===== src/hdl/two_tone_arm_length_model_top_macros.svh =====
// Assertion macros for the two-tone arm-length model.
`ifndef TWO_TONE_ARM_LENGTH_MODEL_TOP_MACROS_SVH
`define TWO_TONE_ARM_LENGTH_MODEL_TOP_MACROS_SVH

// Same-cycle implication, disabled while reset is high.
`define TTAL_ASSERT_IMP(lbl, clk, rst, ante, cons) \
   lbl: assert property (@(posedge clk) disable iff (rst) (ante) |-> (cons)) \
      else $error("ttal assertion failed");

// Next-cycle implication, checked through reset as well.
`define TTAL_ASSERT_NEXT(lbl, clk, ante, cons) \
   lbl: assert property (@(posedge clk) (ante) |=> (cons)) \
      else $error("ttal assertion failed");

`endif


===== src/hdl/ttal_pkg.sv =====
// Package with types, constants and helper functions of the two-tone arm-length model.
package ttal_pkg;

   localparam int SINE_BITS = 24;
   localparam int SINE_SH = 32 - SINE_BITS;
   localparam int SMAG_W = SINE_BITS + 1;
   localparam int SINE_W = SINE_BITS + 2;
   localparam int RND_SH = SINE_BITS + 5;

   localparam int A_W = 46;
   localparam int AMAG_W = 45;
   localparam int ALO_W = 23;
   localparam int EMAG_W = 40;
   localparam int ELO_W = 20;
   localparam int P1_W = AMAG_W + SMAG_W;
   localparam int P2_W = EMAG_W + SMAG_W;
   localparam int T1_W = P1_W - RND_SH + 2;
   localparam int T2_W = P2_W - RND_SH + 2;
   localparam int DEV_W = T1_W + 2;
   localparam int FULL_W = DEV_W + 1;

   localparam int PHASE_LAT = 5;
   localparam int SINE_LAT = 18;
   localparam int SCALE_LAT = 9;
   localparam int TOTAL_LAT = PHASE_LAT + SINE_LAT + SCALE_LAT;

   localparam logic [31:0] TWO_PI_Q29 = 32'd3373259426;
   localparam logic [31:0] THIRD_TURN = 32'd1431655765;
   localparam logic [31:0] TWO_THIRD_TURN = 32'd2863311531;

   localparam logic [3:0] CSR_NOMINAL_LENGTH = 4'd0;
   localparam logic [3:0] CSR_LENGTH_OFFSET = 4'd1;
   localparam logic [3:0] CSR_TIME_OFFSET = 4'd2;
   localparam logic [3:0] CSR_ROTATION_AMP = 4'd3;
   localparam logic [3:0] CSR_ECCENTRIC_AMP = 4'd4;
   localparam logic [3:0] CSR_INITIAL_PHASE = 4'd5;
   localparam logic [3:0] CSR_ORIENTATION = 4'd6;
   localparam logic [3:0] CSR_ORBIT_RATE = 4'd7;

   localparam logic [38:0] NOMINAL_LENGTH_RST = 39'd71632323556;
   localparam logic [31:0] ORBIT_RATE_RST = 32'd8919600;

   typedef struct packed {
      logic [1:0] arm_number;
      logic downlink;
      logic signed [47:0] sample_time;
   } req_type;

   typedef struct packed {
      logic signed [39:0] full_length;
      logic signed [39:0] length_deviation;
   } rsp_type;

   typedef struct packed {
      logic [38:0] nominal_length;
      logic signed [39:0] length_offset;
      logic signed [47:0] time_offset;
      logic signed [39:0] rotation_amp;
      logic signed [39:0] eccentric_amp;
      logic [31:0] initial_phase;
      logic orientation;
      logic [31:0] orbit_rate;
   } cfg_type;

   typedef struct packed {
      logic [31:0] ph1;
      logic [31:0] ph3;
      logic down;
   } phase_type;

   // Reciprocal of a series divisor, exact for dividends below 2^32.
   function automatic logic [32:0] recip_mag(input logic [1:0] step, input logic cos_sel);
      logic [32:0] m;
      case ({cos_sel, step})
         3'b000: m = 33'd7635497416;
         3'b001: m = 33'd6544712071;
         3'b010: m = 33'd6871947674;
         3'b011: m = 33'd5726623062;
         3'b100: m = 33'd6108397933;
         3'b101: m = 33'd4908534053;
         3'b110: m = 33'd4581298450;
         3'b111: m = 33'd5726623062;
         default: m = 33'd0;
      endcase
      return m;
   endfunction

   function automatic logic [5:0] recip_shift(input logic [1:0] step, input logic cos_sel);
      logic [5:0] s;
      case ({cos_sel, step})
         3'b000: s = 6'd39;
         3'b001: s = 6'd38;
         3'b010: s = 6'd37;
         3'b011: s = 6'd35;
         3'b100: s = 6'd39;
         3'b101: s = 6'd38;
         3'b110: s = 6'd37;
         3'b111: s = 6'd36;
         default: s = 6'd39;
      endcase
      return s;
   endfunction

   function automatic logic signed [39:0] sat_s40(input logic signed [FULL_W-1:0] v);
      logic [FULL_W-40:0] upper;
      logic signed [39:0] r;
      upper = v[FULL_W-1:39];
      if ((&upper) || !(|upper)) begin
         r = v[39:0];
      end else if (v[FULL_W-1]) begin
         r = {1'b1, 39'd0};
      end else begin
         r = {1'b0, {39{1'b1}}};
      end
      return r;
   endfunction

endpackage


===== src/hdl/ttal_phase.sv =====
// Orbit phase pipeline: time offset, phase product and arm phase subtraction.
module ttal_phase import ttal_pkg::*; (
   input  logic      clock,
   input  logic      reset,
   input  logic      in_vld,
   input  req_type   req,
   input  cfg_type   cfg,
   output logic      out_vld,
   output phase_type phase
);

   localparam logic [1:0] ARM_TWO = 2'd2;
   localparam logic [1:0] ARM_THREE = 2'd3;

   logic [PHASE_LAT-1:0] vld_ff, vld_in;

   logic signed [48:0] t_ff, t_in;
   logic [31:0] armph_ff [3];
   logic [31:0] off3_ff [4];
   logic [PHASE_LAT-1:0] down_ff;
   logic [31:0] armph_in, off3_in, arm_off;
   logic [63:0] plo_ff, plo_in;
   logic [31:0] phi_ff, phi_in, thi;
   logic [63:0] prod_ff, prod_in, prod3;
   logic [31:0] ph1_ff, ph1_in, p3_ff, p3_in;
   logic [31:0] ph1d_ff, ph3_ff, ph3_in;

   always_comb begin
      vld_in = {vld_ff[PHASE_LAT-2:0], in_vld};
      t_in = 49'(req.sample_time) + 49'(cfg.time_offset);
      case (req.arm_number)
         ARM_TWO: arm_off = cfg.orientation ? TWO_THIRD_TURN : THIRD_TURN;
         ARM_THREE: arm_off = cfg.orientation ? THIRD_TURN : TWO_THIRD_TURN;
         default: arm_off = 32'd0;
      endcase
      armph_in = cfg.initial_phase + arm_off;
      off3_in = cfg.initial_phase + {cfg.initial_phase[30:0], 1'b0};
      thi = {{15{t_ff[48]}}, t_ff[48:32]};
      plo_in = 64'(cfg.orbit_rate) * 64'(t_ff[31:0]);
      phi_in = cfg.orbit_rate * thi;
      prod_in = {plo_ff[63:32] + phi_ff, plo_ff[31:0]};
      ph1_in = prod_ff[63:32] - armph_ff[2];
      prod3 = prod_ff + {prod_ff[62:0], 1'b0};
      p3_in = prod3[63:32];
      ph3_in = p3_ff - off3_ff[3];
   end

   always_ff @(posedge clock) begin
      if (reset) begin
         vld_ff <= '0;
      end else begin
         vld_ff <= vld_in;
      end
   end

   always_ff @(posedge clock) begin
      t_ff <= t_in;
      armph_ff[0] <= armph_in;
      off3_ff[0] <= off3_in;
      down_ff <= {down_ff[PHASE_LAT-2:0], req.downlink};
      for (int k = 1; k < 3; k++) begin
         armph_ff[k] <= armph_ff[k-1];
      end
      for (int k = 1; k < 4; k++) begin
         off3_ff[k] <= off3_ff[k-1];
      end
      plo_ff <= plo_in;
      phi_ff <= phi_in;
      prod_ff <= prod_in;
      ph1_ff <= ph1_in;
      p3_ff <= p3_in;
      ph1d_ff <= ph1_ff;
      ph3_ff <= ph3_in;
   end

   assign out_vld = vld_ff[PHASE_LAT-1];
   assign phase.ph1 = ph1d_ff;
   assign phase.ph3 = ph3_ff;
   assign phase.down = down_ff[PHASE_LAT-1];

endmodule


===== config.mk =====
export PLATFORM = sky130hd
export DESIGN_NAME = ttal_phase
export DESIGN_NICKNAME = d
export VERILOG_FILES = /design/src/hdl/two_tone_arm_length_model_top_macros.svh /design/src/hdl/ttal_pkg.sv /design/src/hdl/ttal_phase.sv
export SDC_FILE = /design/constraint.sdc
export NUM_CORES = 2
export LEC_CHECK = 0
export BUFFER_PORTS_ARGS = -buffer_cell sky130_fd_sc_hd__clkbuf_2
export CAP_MARGIN = 20
export CORE_MARGIN = 4
export CORE_UTILIZATION = 30
export DETAILED_ROUTE_END_ITERATION = 8
export GPL_TIMING_DRIVEN = 1
export PLACE_DENSITY = 0.42
export SYNTH_ARGS = -nofsm -noshare
export SYNTH_HDL_FRONTEND = slang
export SYNTH_SLANG_ARGS = --single-unit

===== constraint.sdc =====
create_clock -name clock -period 18.3 [get_ports clock]
set_clock_uncertainty 0.05 [all_clocks]
set_input_delay 3.66 -clock clock [delete_from_list [all_inputs] [get_ports clock]]
set_output_delay 3.66 -clock clock [all_outputs]
set_load 0.01 [all_outputs]

Word level (Yosys, flattened, before mapping)
Memories as Yosys holds them, arrays and structs flattened.
Cells that the tools add are included.

word-level totals
  output and inout bits = 66
  bits of input ports = 326
  memories = 2
  word-level logic and storage cells = 26
  register bits = 347
  RAM bits = 224

memory list
  memory    depth  bits a word  rd ports  clocked after memory_dff  write ports  RTL line          RTL
  off3_ff   4      32           4         0                         4            ttal_phase.sv:19  logic [31:0] off3_ff [4];
  armph_ff  3      32           3         0                         3            ttal_phase.sv:18  logic [31:0] armph_ff [3];

cells by class
  equal/unequal tests = 2
  add/sub/neg operators = 7
  multiply operators = 2
  muxes and demuxes = 3

operator list
  cell                  count
  $add A32 B32 Y32      3
  $add A64 B64 Y64      1
  $mul A32 B32 Y64      1
  $mux W32              2
  $pmux W32 S2          1
  $sub A32 B32 Y32      2
  $add A48 B48 Y49      1
  $mul A32 B17 Y32      1
  $eq A2 B2 Y1 const B  2

Longest topological paths before layout
  word-level depth = 3
  mapped depth = 29
  depth with buffers taken out = 27

Least setup slack after synthesis
Ideal clock, no wire load.

  kind = input port to flip-flop
  start point = input cfg[17] in the netlist's numbering
  end point = register plo_ff[61]
  slack = 7531 ps
  data required time = 18127 ps
  cell stages on the path = 25
  library setup time = 123 ps
  arrival = 10595 ps
  cell sequence = clkbuf_1 > clkbuf_1 > and2_1 > fa_1 > fa_1 > inv_1 > fa_1 > fa_1 > inv_1 > fa_1 > fa_1 > fa_1 > fa_1 > ha_1 > clkbuf_1 > a21o_1 > a21o_1 > a221oi_1 > o221a_2 > nand3_1 > a31oi_1 > o21ai_0 > a2111oi_0 > o21bai_1 > xor2_1

between the ends
  word-level cells in the longest chain between the ends = 1

ends and longest elaborated chain
  item                    RTL line          RTL
  start: declaration      ttal_phase.sv:7   input cfg_type cfg,
  $mul A32 B32 Y64        ttal_phase.sv:39  plo_in = 64'(cfg.orbit_rate) * 64'(t_ff[31:0]);
  via plo_in[61]          ttal_phase.sv:22  logic [63:0] plo_ff, plo_in;
  end signal: assignment  ttal_phase.sv:67  plo_ff <= plo_in;
  end: declaration        ttal_phase.sv:22

The timed path passes the listed nets, and every way through them passes these cells.
A chain may end at the register's enable or synchronous reset.

Worst setup path after layout
Ends and elaborated chain as after synthesis.

==> flow_summary.yaml <==
clock_network:
  cts.clk_slew.worst_paths_ps: 60
  h-tree-depth: 3
  cts_buffer_depth: 3
  insertion_delay_ps: 660
  tritoncts: "built"
  postCtsHoldBufs: 0
  cts_resized: 0
  cts-root-buf: "clkbuf_16"
  cts_buffers: 74
  cts_setup_buffers: 0
  clkSinkCount: 571
routing:
  drt_pre_antenna_iters: 7
  route.vias.total: 49100
  wirelength_um: 199000
  via_per_inst: 4.65
  drcViolationCount: 0
  ant_nets: 0
  drt_iter0_drc: 2286
  post_drt_wl_per_cell_um: 18.9
min_path:
  min_path_type: "reg2reg"
  whs_path_depth: 0
grt:
  grt_pass1_wl_um: 314000
  overflow: 0
  grt_use_total_pct: 17.0
  antenna_found_initial: 8
  first_global_vias: 53700
  grt_max_degree: 50
timing:
  grt_setup_unrepaired: "no"
  setup_viol: 0
  fmaxAchievable_ghz: 0.0825
  worstMarginPinSlew_ps: 1070
  fin_crit_sh_pct: 66.3
  finalCriticalPeriod_ps: 12130
  final_max_slew_viol_count: 0
  holdWs_ps: 245
  setup_ws_ps: 6170
  hold_viol_final: 0
  fin_tns_setup_ps: 0
  slew_headroom_pct: 28.9
yosys:
  ys_types: 75
  netlist_instances: 7394
  synth.most_common_cell: "inv_1"
  ys_seq_area_share_pct: 16.5
  synthTopCellsByCount: "inv_1 (1,303), fa_1 (1,221), nand2_1 (796), and2_1 (786), ha_1 (621)"
  syn_area_um2: 69200
  syn-num-nets: 9562
  synth_area_per_cell_um2: 9.36
  synth_edf_count: 0
  synth_ff_type: "dfxtp_1"
  synth_top_cell_area_share_pct: 35.3
  yosysWarnings: 0
  async_reset_ff_share_pct: 0
  synth_seq_cells: 571
  synth_top_area_cell: "fa_1"
  yosys-top-cells-area: "fa_1 (35%), dfxtp_1 (17%), ha_1 (11%), and2_1 (7.1%), inv_1 (7.1%)"
critical_path:
  endpoint_kind: "flip-flop"
  ff2ff_setup_slack_ps: 9390
  worstSetupStartpointType: "input port"
  crit_type: "in2reg"
  cp-startpoint: "cfg[17]"
  r2r-end: "plo_ff[61]"
  rr_worst_depth: 22
  regToRegStartpoint: "t_ff[9]"
  crit_end: "plo_ff[61]"
  cp_max_fo: 25
  required_ps: 18750
  cp.arrival_ps: 12570
final_layout:
  final_layout_size_suffix_gt1_share_pct: 6.50
  utilization_pct: 33.2
  area_growth_pct: 10.3
  multiInputGateArea_um2: 51700
  nets: 9630
  final-seq-area_um2: 11500
  num-fill-cells: 23900
outcome:
  outcome: "finished clean"
place:
  dp_slack_ps: 5540
  dpl.hpwl_um: 152000
  port_buffers: 232
  finalWeightedCongestion: 0.851
floorplan:
  start_util_pct: 30.1
  dieHeight_um: 488
  die-area_um2: 239000
  row_count: 176
  core_region_area_um2: 230000
  ios: 392
  die_x_um: 488
flow_run:
  maxCapViolCount: 0
==> cell families after synthesis <==
family | synth area share (%)
and+or+nand+nor | 15.6
DFF | 16.5
AOI/OAI and AO/OA | 8.38
adders and majority gates | 46.5
buffers and inverters | 8.75
xor gates and xnor gates | 4.20
==> flip-flops by register name (all words and copies together) (netlist names) <==
| name | flops |
|---|---|
| off3_ff | 128 |
| vld_ff | 5 |
| ph3_ff | 32 |
| plo_ff | 64 |
| t_ff | 49 |
| down_ff | 5 |
| phi_ff | 32 |
| prod_ff | 64 |
| ph1d_ff | 32 |
| armph_ff | 96 |
| p3_ff | 32 |
| ph1_ff | 32 |
==> metal layers <==
metal	up-vias	wire [um]	track usage, %
li1	23000	-	-
met1	24900	95700	24.0
met2	1000	90800	28.0
met3	220	8920	2.21
met4	0	3880	3.37
met5	-	0	0
==> critical path: stages <==
cell	delay (ps)
clkbuf_2	580
buf_4	540
and2_1	220
fa_1	460
fa_1	550
inv_1	60
fa_1	500
fa_1	510
inv_1	50
fa_1	560
fa_1	430
fa_1	510
fa_1	500
ha_1	470
a21o_1	210
a21o_1	160
a221oi_1	570
o221a_2	340
nand3_1	150
a31oi_1	420
o21ai_0	250
a2111oi_0	490
o21bai_1	130
xor2_1	150
==> how the worst min path moves through the flow <==
stage / slack [ps] / to / from
4_1_cts: 240 / armph_ff[0][77] / armph_ff[0][45]
3_3_place_gp: 260 / off3_ff[1][21] / off3_ff[0][21]
3_5_place_dp: 260 / armph_ff[0][60] / armph_ff[0][28]
2_1_floorplan: 260 / armph_ff[0][32] / armph_ff[0][0]
6_report: 240 / armph_ff[0][77] / armph_ff[0][45]
5_1_grt: 250 / armph_ff[0][77] / armph_ff[0][45]
==> through the flow <==
step | std cells | area (um2)
floorplan | 7394 | 69200
global placement | 10400 | 73600
detailed placement | 10400 | 73600
CTS | 10500 | 76300
global route | 10500 | 76300
finish | 10600 | 76400
==> layout make-up <==
class	instances	share of cell area, %
clock buffers	91	2.67
multi-input cells	5211	67.8
well taps	3026	4.96
diodes	6	0.0197
repair buffers	301	2.22
flip-flops and latches	571	15.0
clock inverters	44	0.952
inverters	1303	6.41
==> cells in the final DEF, fill, tap and decap left out, types with 8 or more instances in the layout <==
cell type     n
xor2_1      103
dfxtp_1     545
nor2b_1      59
bufinv_16    13
clkinv_2     12
xnor2_1     229
a211o_1      11
nor2_1      190
fa_1       1221
or2_2         8
ha_1        621
nand2b_1     56
a211oi_1     38
clkbuf_16    74
a21o_1      157
o31ai_1      12
a31o_2        8
clkbuf_2    229
o21a_1       49
and3_1       32
o21ai_0     163
nand2_1     796
clkbuf_8     12
nand3_1      71
and2_1      786
a21boi_0     14
buf_4        69
and4_1        8
o21bai_1     41
nand4_1      41
a31oi_1      26
nor3_1       51
a21oi_1     272
dfxtp_2      26
inv_1      1303
or3_1        19
o211ai_1     22
Power is not shown: default switching activity piles up to over one toggle a cycle in this logic, so the estimate is an artifact.
